**src/itr_pkg.sv**
```systemverilog
// Shared constants, codes and types of the in-place matrix transpose block.
// No dependencies; every other file imports this package.
package itr_pkg;

	localparam int DEPTH      = 4096;
	localparam int DATA_WIDTH = 64;
	localparam int DIM_W      = 13;
	localparam int AW         = $clog2(DEPTH);
	localparam int CNT_W      = AW + 1;
	localparam int N_W        = 2 * DIM_W;
	// remainder of k / rows is below both rows and DEPTH
	localparam int R_W        = (AW < DIM_W) ? AW : DIM_W;
	localparam int P_W        = R_W + DIM_W;
	localparam int S_W        = ((P_W > AW) ? P_W : AW) + 1;
	localparam int DIV_CW     = $clog2(AW + 1);
	localparam int MODE_W     = 2;
	localparam int CFG_IDX_W  = 1;

	localparam logic [MODE_W-1:0] MODE_LOAD      = 2'd0;
	localparam logic [MODE_W-1:0] MODE_TRANSPOSE = 2'd1;
	localparam logic [MODE_W-1:0] MODE_READ      = 2'd2;

	localparam logic [CFG_IDX_W-1:0] CFG_COLS = 1'b0;
	localparam logic [CFG_IDX_W-1:0] CFG_ROWS = 1'b1;

	typedef struct packed {
		logic                  we;
		logic [AW-1:0]         waddr;
		logic [DATA_WIDTH-1:0] wdata;
		logic                  re;
		logic [AW-1:0]         raddr;
	} mem_req_t;

	typedef struct packed {
		logic busy;
		logic done;
	} eng_stat_t;

endpackage

```
**src/itr_div.sv**
```systemverilog
// Restoring divider, one quotient bit per cycle: index / rows.
// Depends on itr_pkg.
module itr_div import itr_pkg::*; (
	input  logic             clk,
	input  logic             arst_n,
	input  logic             start,
	input  logic [AW-1:0]    dividend,
	input  logic [DIM_W-1:0] divisor,
	output logic             done,
	output logic [AW-1:0]    quot,
	output logic [R_W-1:0]   rem
);

	logic [DIV_CW-1:0] cnt_q;
	logic              done_q;
	logic [AW-1:0]     dvd_q;
	logic [DIM_W-1:0]  rem_q;
	logic [DIM_W:0]    partial;
	logic [DIM_W:0]    diff;
	logic              ge;

	assign partial = {rem_q, dvd_q[AW-1]};
	assign diff    = partial - {1'b0, divisor};
	assign ge      = partial >= {1'b0, divisor};

	always_ff @(posedge clk or negedge arst_n) begin
		if (!arst_n) begin
			cnt_q  <= '0;
			done_q <= 1'b0;
		end else if (start) begin
			cnt_q  <= DIV_CW'(AW);
			done_q <= 1'b0;
		end else if (cnt_q != '0) begin
			cnt_q  <= cnt_q - DIV_CW'(1);
			done_q <= (cnt_q == DIV_CW'(1));
		end else begin
			done_q <= 1'b0;
		end
	end

	// quotient bits shift in behind the dividend bits
	always_ff @(posedge clk) begin
		if (start) begin
			dvd_q <= dividend;
			rem_q <= '0;
		end else if (cnt_q != '0) begin
			dvd_q <= {dvd_q[AW-2:0], ge};
			rem_q <= ge ? diff[DIM_W-1:0] : partial[DIM_W-1:0];
		end
	end

	assign done = done_q;
	assign quot = dvd_q;
	assign rem  = rem_q[R_W-1:0];

endmodule

```
**src/itr_engine.sv**
```systemverilog
// Cycle-following transpose sequencer around one shared divider.
// Depends on itr_pkg and itr_div; drives the store through a mem_req_t.
module itr_engine import itr_pkg::*; (
	input  logic                  clk,
	input  logic                  arst_n,
	input  logic                  start,
	input  logic [CNT_W-1:0]      n,
	input  logic [DIM_W-1:0]      rows,
	input  logic [DIM_W-1:0]      cols,
	input  logic [DATA_WIDTH-1:0] rdata,
	output eng_stat_t             stat,
	output mem_req_t              req
);

	localparam logic [3:0] ST_IDLE   = 4'd0;
	localparam logic [3:0] ST_NEXT   = 4'd1;
	localparam logic [3:0] ST_LAUNCH = 4'd2;
	localparam logic [3:0] ST_DIV    = 4'd3;
	localparam logic [3:0] ST_SUM    = 4'd4;
	localparam logic [3:0] ST_WALK   = 4'd5;
	localparam logic [3:0] ST_HOLD   = 4'd6;
	localparam logic [3:0] ST_MOVE   = 4'd7;
	localparam logic [3:0] ST_FETCH  = 4'd8;

	logic [3:0]            state_q;
	logic [CNT_W-1:0]      n_q;
	logic [CNT_W-1:0]      start_q;
	logic                  first_q;
	logic                  moving_q;
	logic [AW-1:0]         cur_q;
	logic [AW-1:0]         src_q;
	logic [DATA_WIDTH-1:0] held_q;
	logic [P_W-1:0]        prod_s1;
	logic [AW-1:0]         quot_s1;

	logic                  div_done;
	logic [AW-1:0]         div_quot;
	logic [R_W-1:0]        div_rem;
	logic [S_W-1:0]        sum;
	logic [CNT_W-1:0]      src_ext;
	logic                  at_end;

	itr_div u_div (
		.clk      (clk),
		.arst_n   (arst_n),
		.start    (state_q == ST_LAUNCH),
		.dividend (cur_q),
		.divisor  (rows),
		.done     (div_done),
		.quot     (div_quot),
		.rem      (div_rem)
	);

	// source index of cur: (cur mod rows) * cols + cur div rows
	assign sum     = S_W'(prod_s1) + S_W'(quot_s1);
	assign src_ext = CNT_W'(src_q);
	assign at_end  = (start_q == n_q);

	always_ff @(posedge clk or negedge arst_n) begin
		if (!arst_n) begin
			state_q  <= ST_IDLE;
			n_q      <= '0;
			start_q  <= '0;
			first_q  <= 1'b0;
			moving_q <= 1'b0;
		end else begin
			unique case (state_q)
				ST_IDLE: begin
					if (start) begin
						n_q     <= n;
						start_q <= '0;
						state_q <= ST_NEXT;
					end
				end
				ST_NEXT: begin
					if (at_end) begin
						state_q <= ST_IDLE;
					end else begin
						first_q  <= 1'b1;
						moving_q <= 1'b0;
						state_q  <= ST_LAUNCH;
					end
				end
				ST_LAUNCH: state_q <= ST_DIV;
				ST_DIV: begin
					if (div_done) begin
						state_q <= ST_SUM;
					end
				end
				ST_SUM: state_q <= moving_q ? ST_MOVE : ST_WALK;
				ST_WALK: begin
					if (src_ext > start_q) begin
						first_q <= 1'b0;
						state_q <= ST_LAUNCH;
					end else if (src_ext < start_q || first_q) begin
						// cycle led by a lower index, or a fixed point: skip
						start_q <= start_q + CNT_W'(1);
						state_q <= ST_NEXT;
					end else begin
						moving_q <= 1'b1;
						state_q  <= ST_HOLD;
					end
				end
				ST_HOLD: state_q <= ST_LAUNCH;
				ST_MOVE: begin
					if (src_ext == start_q) begin
						start_q <= start_q + CNT_W'(1);
						state_q <= ST_NEXT;
					end else begin
						state_q <= ST_FETCH;
					end
				end
				ST_FETCH: state_q <= ST_LAUNCH;
				default:  state_q <= ST_IDLE;
			endcase
		end
	end

	always_ff @(posedge clk) begin
		unique case (state_q)
			ST_NEXT: cur_q <= start_q[AW-1:0];
			ST_DIV: begin
				if (div_done) begin
					prod_s1 <= P_W'(div_rem) * P_W'(cols);
					quot_s1 <= div_quot;
				end
			end
			ST_SUM: src_q <= sum[AW-1:0];
			ST_WALK: begin
				if (src_ext > start_q) begin
					cur_q <= src_q;
				end else begin
					cur_q <= start_q[AW-1:0];
				end
			end
			ST_HOLD:  held_q <= rdata;
			ST_FETCH: cur_q  <= src_q;
			default: ;
		endcase
	end

	always_comb begin
		req       = '0;
		req.waddr = cur_q;
		req.raddr = src_q;
		unique case (state_q)
			ST_WALK: begin
				req.re    = !(src_ext > start_q) && !(src_ext < start_q) && !first_q;
				req.raddr = start_q[AW-1:0];
			end
			ST_MOVE: begin
				// close the cycle with the held word, else fetch the source
				req.we    = (src_ext == start_q);
				req.wdata = held_q;
				req.re    = (src_ext != start_q);
			end
			ST_FETCH: begin
				req.we    = 1'b1;
				req.wdata = rdata;
			end
			default: ;
		endcase
	end

	assign stat.busy = (state_q != ST_IDLE);
	assign stat.done = (state_q == ST_NEXT) && at_end;

endmodule

```
**config.mk**
```make
export PLATFORM = sky130hd
export DESIGN_NAME = itr_engine
export DESIGN_NICKNAME = d
export VERILOG_FILES = /design/src/itr_pkg.sv /design/src/itr_div.sv /design/src/itr_engine.sv
export SDC_FILE = /design/constraint.sdc
export NUM_CORES = 1
export LEC_CHECK = 0
export ABC_AREA = 0
export BUFFER_PORTS_ARGS = -buffer_cell sky130_fd_sc_hd__buf_2
export CORE_UTILIZATION = 25
export CTS_CLUSTER_SIZE = 14
export DETAILED_ROUTE_END_ITERATION = 10
export HOLD_SLACK_MARGIN = 0.15
export PLACE_DENSITY = 0.43
export SKIP_CTS_REPAIR_TIMING = 1
export SYNTH_ARGS = -nofsm -noshare
export SYNTH_HDL_FRONTEND = slang
export SYNTH_SLANG_ARGS = --single-unit
```
**constraint.sdc**
```tcl
create_clock -name clk -period 5.95 [get_ports clk]
set_clock_uncertainty 0.1 [all_clocks]
set_input_delay 0.595 -clock clk [delete_from_list [all_inputs] [get_ports clk]]
set_output_delay 0.595 -clock clk [all_outputs]
set_load 0.03 [all_outputs]
```
* After elaboration in Yosys (flattened, before gate mapping) *
Cells that the tools add are included.

operators by class
  reductions and logical operators = 21
  multipliers = 1
  equality and inequality tests = 20
  add/sub/neg operators = 4
  $lt $le $gt $ge = 3
  multiplexer cells = 33

operators with widths
  cell                   count
  $pmux 64 s2            1
  $mux 13                5
  $mux 12                4
  $pmux 13 s3            1
  $pmux 12 s3            1
  $pmux 4 s8             1
  $mux 4                 5
  $eq 4x3->1 const B     4
  $ge 14x13->1           1
  $ne 2x2->1 const B     7
  $add 13x1->13 const B  1
  $eq 12x13->1           1
  $eq 13x13->1           1
  $gt 12x13->1           1
  $lt 12x13->1           1
  $mul 12x13->12         1
  $ne 12x13->1           1
  $sub 13x13->13         1
  $add 12x12->12         1
  $eq 4x1->1 const B     2
  $eq 4x2->1 const B     2
  $pmux 1 s2             4
  $reduce_bool 4->1      2
  $mux 1                 7
  16 further kinds       26

storage, ports and cells
  word-level logic and storage cells = 96
  register bits = 174

* Longest topological paths before layout *
Gate-level depths: netlist (run 1).

  depth after elaboration = 5
  depth in mapped cells = 18
  depth with buffers taken out = 17

* Modules after synthesis *
A second synthesis (run 1) with hierarchy kept.

second synthesis, totals
  cell total of the unflattened synthesis = 1045
  area total of the unflattened synthesis = 11081.9 um2

by module, submodules not included
  module      seq. area each (um2)  area each (um2)  cells an instance  times used
  itr_engine  4164.0                8928.6           814                1
  itr_div     745.7                 2153.3           231                1

* Least setup slack after synthesis (run 1) *
Ideal clock, no wire load.

  kind = input to register
  start point = input port cols[2]
  end point = register prod_s1[11], data pin
  stages on the path = 18
  library setup time = 260 ps
  data arrival time = 4369 ps
  required time = 5590 ps
  buffers on the path = 1
  setup slack = 1221 ps
  path through = clkbuf_1 -> nand2_1 -> fa_1 -> inv_1 -> ha_1 -> inv_1 -> fa_1 -> inv_1 -> fa_1 -> inv_1 -> fa_1 -> xor2_1 -> xnor2_1 -> xnor2_1 -> xnor2_1 -> xnor2_1 -> xnor2_1 -> xnor2_1

on the way
  longest elaborated chain between the ends = 1

RTL lines
  element                 RTL line           text
  start: declaration      itr_engine.sv:9    input logic [DIM_W-1:0] cols,
  $mul 12x13->12          itr_engine.sv:124  prod_s1 <= P_W'(div_rem) * P_W'(cols);
  end signal: assignment  itr_engine.sv:124
  end: declaration        itr_engine.sv:33   logic [P_W-1:0] prod_s1;

No other way between the ends.
A chain may end at the register's enable or synchronous reset.

* Final worst setup path (run 1) *
  start point = register u_div.rem_q[5]
  end point = register prod_s1[11], data pin

on the way
  longest elaborated chain between the ends = 1

RTL lines
  element                   RTL line           text
  start: declaration        itr_div.sv:17      logic [DIM_W-1:0] rem_q;
  start signal: assignment  itr_div.sv:48      rem_q <= ge ? diff[DIM_W-1:0] : partial[DIM_W-1:0];
  $mul 12x13->12            itr_engine.sv:124

No other way between the ends.

==> flow_metrics.py, run 1 <==
metrics = {
    "sta": {
        "fin_crit_sh": 0.816,
        "tightest_slew_ps": 923,
        "layout_setup_ws_ps": 1090,
        "rsz0062_at_grt": "false",
        "max_freq_ghz": 0.206,
        "relSlewSlack": 0.379,
        "layout_min_cycle_time_ps": 4860,
        "setup_viol": 0,
        "tns_ps": 0,
        "whs_ps": 189,
        "hold_violations": 0,
        "slew_viol_final": 0,
    },
    "routing": {
        "vias": 7917,
        "ant_nets": 0,
        "viasPerCell": 4.38,
        "wirelength_um": 28400,
        "routedWlPerCell_um": 15.7,
        "drc": 0,
        "drtIter0Drc": 428,
        "dr.pass1.iters": 5,
    },
    "critical_path": {
        "end_kind": "flip-flop",
        "reg2reg_depth": 17,
        "timing.reg2reg.setup_slack_ps": 1090,
        "cp.arrival_ps": 4940,
        "worst_setup_path_start_kind": "flip-flop",
        "reg2reg_to": "prod_s1[11]",
        "cp_max_fo": 10,
        "critPathKind": "flip-flop to flip-flop",
        "critPathRequiredTime_ps": 6040,
        "r2r-start": "u_div.rem_q[5]",
    },
    "synth": {
        "synth_edf_count": 124,
        "yosysTopAreaCell": "edfxtp_1",
        "synth_seq_cells": 174,
        "synth_area_leaders": "edfxtp_1 34%, dfrtp_1 8.4%, ha_1 7.7%",
        "synth-main-ff-cell": "edfxtp_1",
        "synthesis.area_sq_mm": 0.0111,
        "synth-async-reset-ratio": 0.213,
        "synth_top_cell_area_share": 0.336,
        "synth_seq_area_share": 0.443,
        "synth_warnings": 0,
        "syn_inst": 1028,
        "syn_nets": 1243,
        "syn_avg_cell_area_sq_um": 10.8,
        "yosysUniqueCellTypes": 66,
    },
    "clock_network": {
        "cts_tree": "built",
        "cts.path.max_buffers": 2,
        "cts.clk_slew.worst_paths_ps": 70,
        "clock_latency_ps": 440,
        "cts_made_buffers": 17,
        "cts-root-buf": "clkbuf_16",
        "cts_max_level": 4,
        "clock_sinks": 174,
    },
    "die": {
        "core_area_sq_mm": 0.0434,
        "die_w_um": 213,
        "initial_utilization": 0.256,
        "die_y_um": 213,
        "num_rows": 76,
        "die_area_sq_mm": 0.0452,
        "io_pins": 198,
    },
    "global_route": {
        "grt_overflow": 0,
        "busiest_layer": "met2",
        "grtUsageMet2": 0.195,
        "met1_usage": 0.177,
        "grt_max_degree": 66,
        "grt_pass1_wl_um": 43700,
        "grt_use_total": 0.126,
        "grt_pass1_vias": 7658,
        "grt.met3_usage": 0.0189,
        "antenna_found_initial": 1,
    },
    "final_layout": {
        "final_common_cell": "buf_2",
        "layoutNonFillerInstCount": 1806,
        "n_fill_cell": 4560,
        "nNetsFinal": 1421,
        "synthToLayoutAreaGrowth_pct": 19.4,
        "drive_above_1_share": 0.242,
        "layout_common_cells": "196 x buf_2, 139 x nand2_1, 124 x edfxtp_1",
    },
    "placement": {
        "io_buffers": 196,
        "dpl.hpwl_um": 21100,
        "routabilityCongestion": 0.787,
        "dp_cells": 1772,
        "place_ws_ps": 878,
    },
    "hold_path": {
        "hp-class": "primary input to async pin",
    },
    "power": {
        "cellPowerDensity_mw_per_mm2": 392,
        "p_leak_nw": 5.84,
        "finalPower_w": 0.00519,
        "vdd_ir_drop_max_v": 0.000268,
    },
    "status": {
        "status": "finished, final reports clean",
    },
    "job": {
        "maxCapViolCount": 0,
    },
}
critical path, cell delays in order, from the launching register on:
cell and delay (ps):
dfxtp_1 570, nand2_1 140, fa_1 550, inv_1 50, fa_1 500, inv_1 50
fa_1 470, inv_1 60, fa_1 530, inv_1 60, fa_1 420, xor2_1 160
xnor2_1 220, xnor2_1 160, xnor2_1 150, xnor2_1 150, xnor2_1 160, xnor2_1 90
cells in the mapped netlist (all sizes together) (2+ instances only):
library cell    n
buf            10
or2             2
xor2           16
dfxtp          13
o21ai          31
nand2         140
ha             68
nor4            6
o21a            7
fa             41
a31oi           4
or3             2
a22o           64
inv           112
a211o           2
nor2b          10
a21oi          38
a21boi          4
a2111oi         2
o31a            2
nand3          12
o41ai           2
o211ai          4
mux2i          21
nand2b          7
nor3           14
and2           23
a21o            5
o21bai          3
mux2           37
xnor2          43
dlygate4sd1     2
nand4          15
dfrtp          37
a211oi          2
edfxtp        124
and4            2
clkbuf         35
and3           10
or4             7
nor2           38
flip-flops by register name (all words and copies together), names as in the netlist:
name         flops
cur_q           12
first_q          1
held_q          64
moving_q         1
n_q             13
prod_s1         12
quot_s1         12
src_q           12
start_q         13
state_q          4
u_div.cnt_q      4
u_div.done       1
u_div.quot      12
u_div.rem_q     13
cell families (layout without fill, tap and decap cells):
kind of cell	count (synthesis)	after routing	share of synthesized area
compound gates	178	178	0.119
xor+xnor	59	59	0.0466
fa+ha+maj	109	109	0.151
buf+inv	160	351	0.0585
flops	174	174	0.443
mux	58	58	0.0566
other cells	0	2	0
simple gates	290	290	0.125
through the flow:
stage	area [sq um]	util
3_3_place_gp	12700	0.292
5_1_grt	13200	0.305
4_1_cts	13200	0.305
2_1_floorplan	11100	-
3_5_place_dp	12700	0.292
6_report	13200	0.305
worst max-delay path by stage:
stage,slack [ps],end,start,cells past startpoint
2_1_floorplan,1220,prod_s1[11],cols[2],18
3_3_place_gp,910,prod_s1[11],cols[5],18
3_5_place_dp,880,prod_s1[11],cols[5],18
4_1_cts,1020,prod_s1[11],u_div.rem_q[5],17
5_1_grt,790,prod_s1[11],u_div.rem_q[3],17
6_report,1090,prod_s1[11],u_div.rem_q[5],17
layout make-up:
| type | count | area [sq um] | share of cell area |
|---|---|---|---|
| multi-input combinational | 694 | 5560 | 0.420 |
| sequential | 174 | 4910 | 0.371 |
| timing repair buffer | 206 | 1060 | 0.0798 |
| tap | 585 | 732 | 0.0553 |
| clock buffer | 19 | 433 | 0.0327 |
| inverter | 113 | 424 | 0.0320 |
| clock inverter | 13 | 115 | 0.00870 |
| antenna | 2 | 5.00 | 0.000378 |
routing by layer:
metal | part of all wire | routed length (um) | up-vias
li1 | - | - | 3943
met1 | 0.50 | 14100 | 3803
met2 | 0.46 | 13000 | 148
met3 | 0.033 | 924 | 23
met4 | 0.014 | 401 | 0
met5 | 0 | 0 | -
power by group:
part,internal [W],total (W),switching (W)
Combinational,0.00103,0.00231,0.00128
Clock,0.000576,0.00107,0.000497
Sequential,0.00158,0.00180,0.000223
Total,0.00318,0.00519,0.00200
No activity file was read; power rests on OpenSTA's default activity.
==> run 2: changes to the inputs <==
--- a/config.mk
+++ b/config.mk
@@ -11,7 +11,7 @@
 export CTS_CLUSTER_SIZE = 14
 export DETAILED_ROUTE_END_ITERATION = 10
 export HOLD_SLACK_MARGIN = 0.15
-export PLACE_DENSITY = 0.43
+export PLACE_DENSITY = 0.45
 export SKIP_CTS_REPAIR_TIMING = 1
 export SYNTH_ARGS = -nofsm -noshare
 export SYNTH_HDL_FRONTEND = slang
==> constraint.sdc (replaced) <==
create_clock -name clk -period 4.1 [get_ports clk]
set_clock_uncertainty 0.1 [all_clocks]
set_input_delay 0.41 -clock clk [delete_from_list [all_inputs] [get_ports clk]]
set_output_delay 0.41 -clock clk [all_outputs]
set_load 0.03 [all_outputs]
==> flow_metrics.py, run 2 (synthesized netlist as in run 1, its figures left out) <==
metrics = {
    "sta": {
        "setup_viol": 2,
        "layout_min_cycle_time_ps": 4350,
        "layout_setup_ws_ps": -254,
        "rsz0062_at_grt": "true",
        "hold_violations": 0,
        "relSlewSlack": 0.385,
        "fin_crit_sh": 1.06,
        "tightest_slew_ps": 918,
        "slew_viol_final": 0,
        "max_freq_ghz": 0.230,
    },
    "power": {
        "p_leak_nw": 6.44,
        "switching_share": 0.381,
        "p_sw_w": 0.00314,
        "vdd_ir_drop_max_v": 0.000468,
        "combinationalPowerShare": 0.496,
        "seqPwrFrac": 0.308,
        "cellPowerDensity_mw_per_mm2": 566,
        "clkPwrFrac": 0.196,
        "p_int_w": 0.00510,
    },
    "routing": {
        "viasPerCell": 4.41,
        "ant_nets": 0,
        "drc": 0,
        "drtIter0Drc": 492,
        "vias": 8502,
        "dr.pass1.iters": 6,
        "routedWlPerCell_um": 15.2,
        "wirelength_um": 29300,
    },
    "die": {
        "core_area_sq_mm": 0.0434,
        "die_y_um": 213,
        "num_rows": 76,
        "die_w_um": 213,
        "io_pins": 198,
        "initial_utilization": 0.256,
        "die_area_sq_mm": 0.0452,
    },
    "final_layout": {
        "largest_reg_flops": 64,
        "final_common_cell": "buf_2",
        "n_antenna_cell": 0,
        "nNetsFinal": 1545,
        "regMostFlops": "held_q",
        "layoutNonFillerInstCount": 1928,
        "synthToLayoutAreaGrowth_pct": 31.3,
        "layout_common_cells": "196 x buf_2, 133 x nand2_1, 124 x edfxtp_1",
        "post-route-util": 0.336,
        "drive_above_1_share": 0.280,
    },
    "global_route": {
        "grt_max_degree": 65,
        "antenna_found_initial": 0,
        "grt_use_total": 0.128,
        "grt_pass1_vias": 8107,
        "grt_pass1_wl_um": 44300,
        "grt_overflow": 0,
    },
    "status": {
        "status": "finished, violations left",
        "violations": "setup timing",
    },
    "placement": {
        "dpl.hpwl_um": 21700,
        "io_buffers": 196,
        "routabilityCongestion": 0.815,
        "dp_cells": 1816,
    },
    "critical_path": {
        "end_kind": "flip-flop",
        "critPathKind": "flip-flop to flip-flop",
        "critPathRequiredTime_ps": 4210,
        "cp.arrival_ps": 4460,
        "cp_max_fo": 4,
        "cpMostUsedCell": "xnor2_1",
        "crit_buf_inv": 4,
        "cpPeakStageDelay_ps": 520,
        "worst_setup_path_start_kind": "flip-flop",
        "r2r-start": "u_div.rem_q[5]",
        "crit_family": "adder cells",
        "cp-startpoint": "u_div.rem_q[5]",
        "slowest_stage": "fa_1",
        "crit_chain": "nand2_4 > fa_1 > inv_1 > fa_1 > inv_1 > fa_1 > inv_1 > fa_1 > inv_1 > fa_2 > xor2_1 > xnor2_1 > xnor2_1 > xnor2_1 > xnor2_1 > xnor2_1 > xnor2_1",
    },
    "clock_network": {
        "cts-root-buf": "clkbuf_16",
        "cts.path.max_buffers": 2,
        "clock_latency_ps": 470,
        "cts_max_level": 4,
        "cts_made_buffers": 17,
        "cts.clk_slew.worst_paths_ps": 60,
        "clock_sinks": 174,
        "cts_tree": "built",
    },
    "hold_path": {
        "worstHoldStart": "rows[0]",
        "hp-class": "primary input to flip-flop",
    },
    "job": {
        "maxCapViolCount": 0,
    },
}
run 2: final cells by class:
class                      instances  area (sq um)
sequential                       174          4920
clock inverter                    15           136
timing repair buffer             330          2250
clock buffer                      17           425
tap                              585           732
fill                            4486         28800
inverter                         113           424
multi-input combinational        694          5670
run 2: metrics by stage:
stage	power [W]	area [sq um]	hold slack, ps	setup TNS [ps]	setup WS (ps)
floorplan	0.00527	11200	14.4	-296	-154
global placement	0.00639	13100	335	-1030	-403
detailed placement	0.00642	13100	337	-1170	-464
CTS	0.00812	13700	-32.7	-615	-298
global route	0.00894	14600	345	-877	-485
finish	0.00824	14600	351	-346	-254
run 2: worst register-to-register path: stages, from the launching register on:
cell and delay [ps]:
dfxtp_4 370, nand2_4 50, fa_1 520, inv_1 50
fa_1 470, inv_1 50, fa_1 510, inv_1 60
fa_1 480, inv_1 50, fa_2 330, xor2_1 170
xnor2_1 190, xnor2_1 150, xnor2_1 160, xnor2_1 150
xnor2_1 150, xnor2_1 100
run 2: metal layers:
layer | GRT usage | routed length [um] | vias up | share of wire
met1 | 0.171 | 13900 | 4110 | 0.48
met2 | 0.204 | 13800 | 167 | 0.47
met3 | 0.0304 | 1120 | 31 | 0.038
li1 | - | - | 4194 | -
met4 | 0.0404 | 454 | 0 | 0.015
met5 | 0 | 0 | - | 0
run 2: power groups by stage:
| stage | combinational [W] | clock [W] | sequential (W) |
|---|---|---|---|
| 2_1_floorplan | 0.00276 | 0 | 0.00251 |
| 3_3_place_gp | 0.00383 | 0 | 0.00257 |
| 3_5_place_dp | 0.00385 | 0 | 0.00257 |
| 4_1_cts | 0.00389 | 0.00169 | 0.00254 |
| 5_1_grt | 0.00462 | 0.00175 | 0.00257 |
| 6_report | 0.00408 | 0.00162 | 0.00254 |
run 2: worst paths after layout:
check | endpoint | slack, ps | cells after the start
max in group asynchronous | u_div.cnt_q[1] | 2800 | 2
setup / recovery | prod_s1[11] | -250 | 17
hold / removal | u_div.rem_q[0] | 350 | 4
min in group asynchronous | n_q[7] | 500 | 2
setup reg to reg | prod_s1[11] | -250 | 17
hold reg to reg | quot_s1[9] | 350 | 0
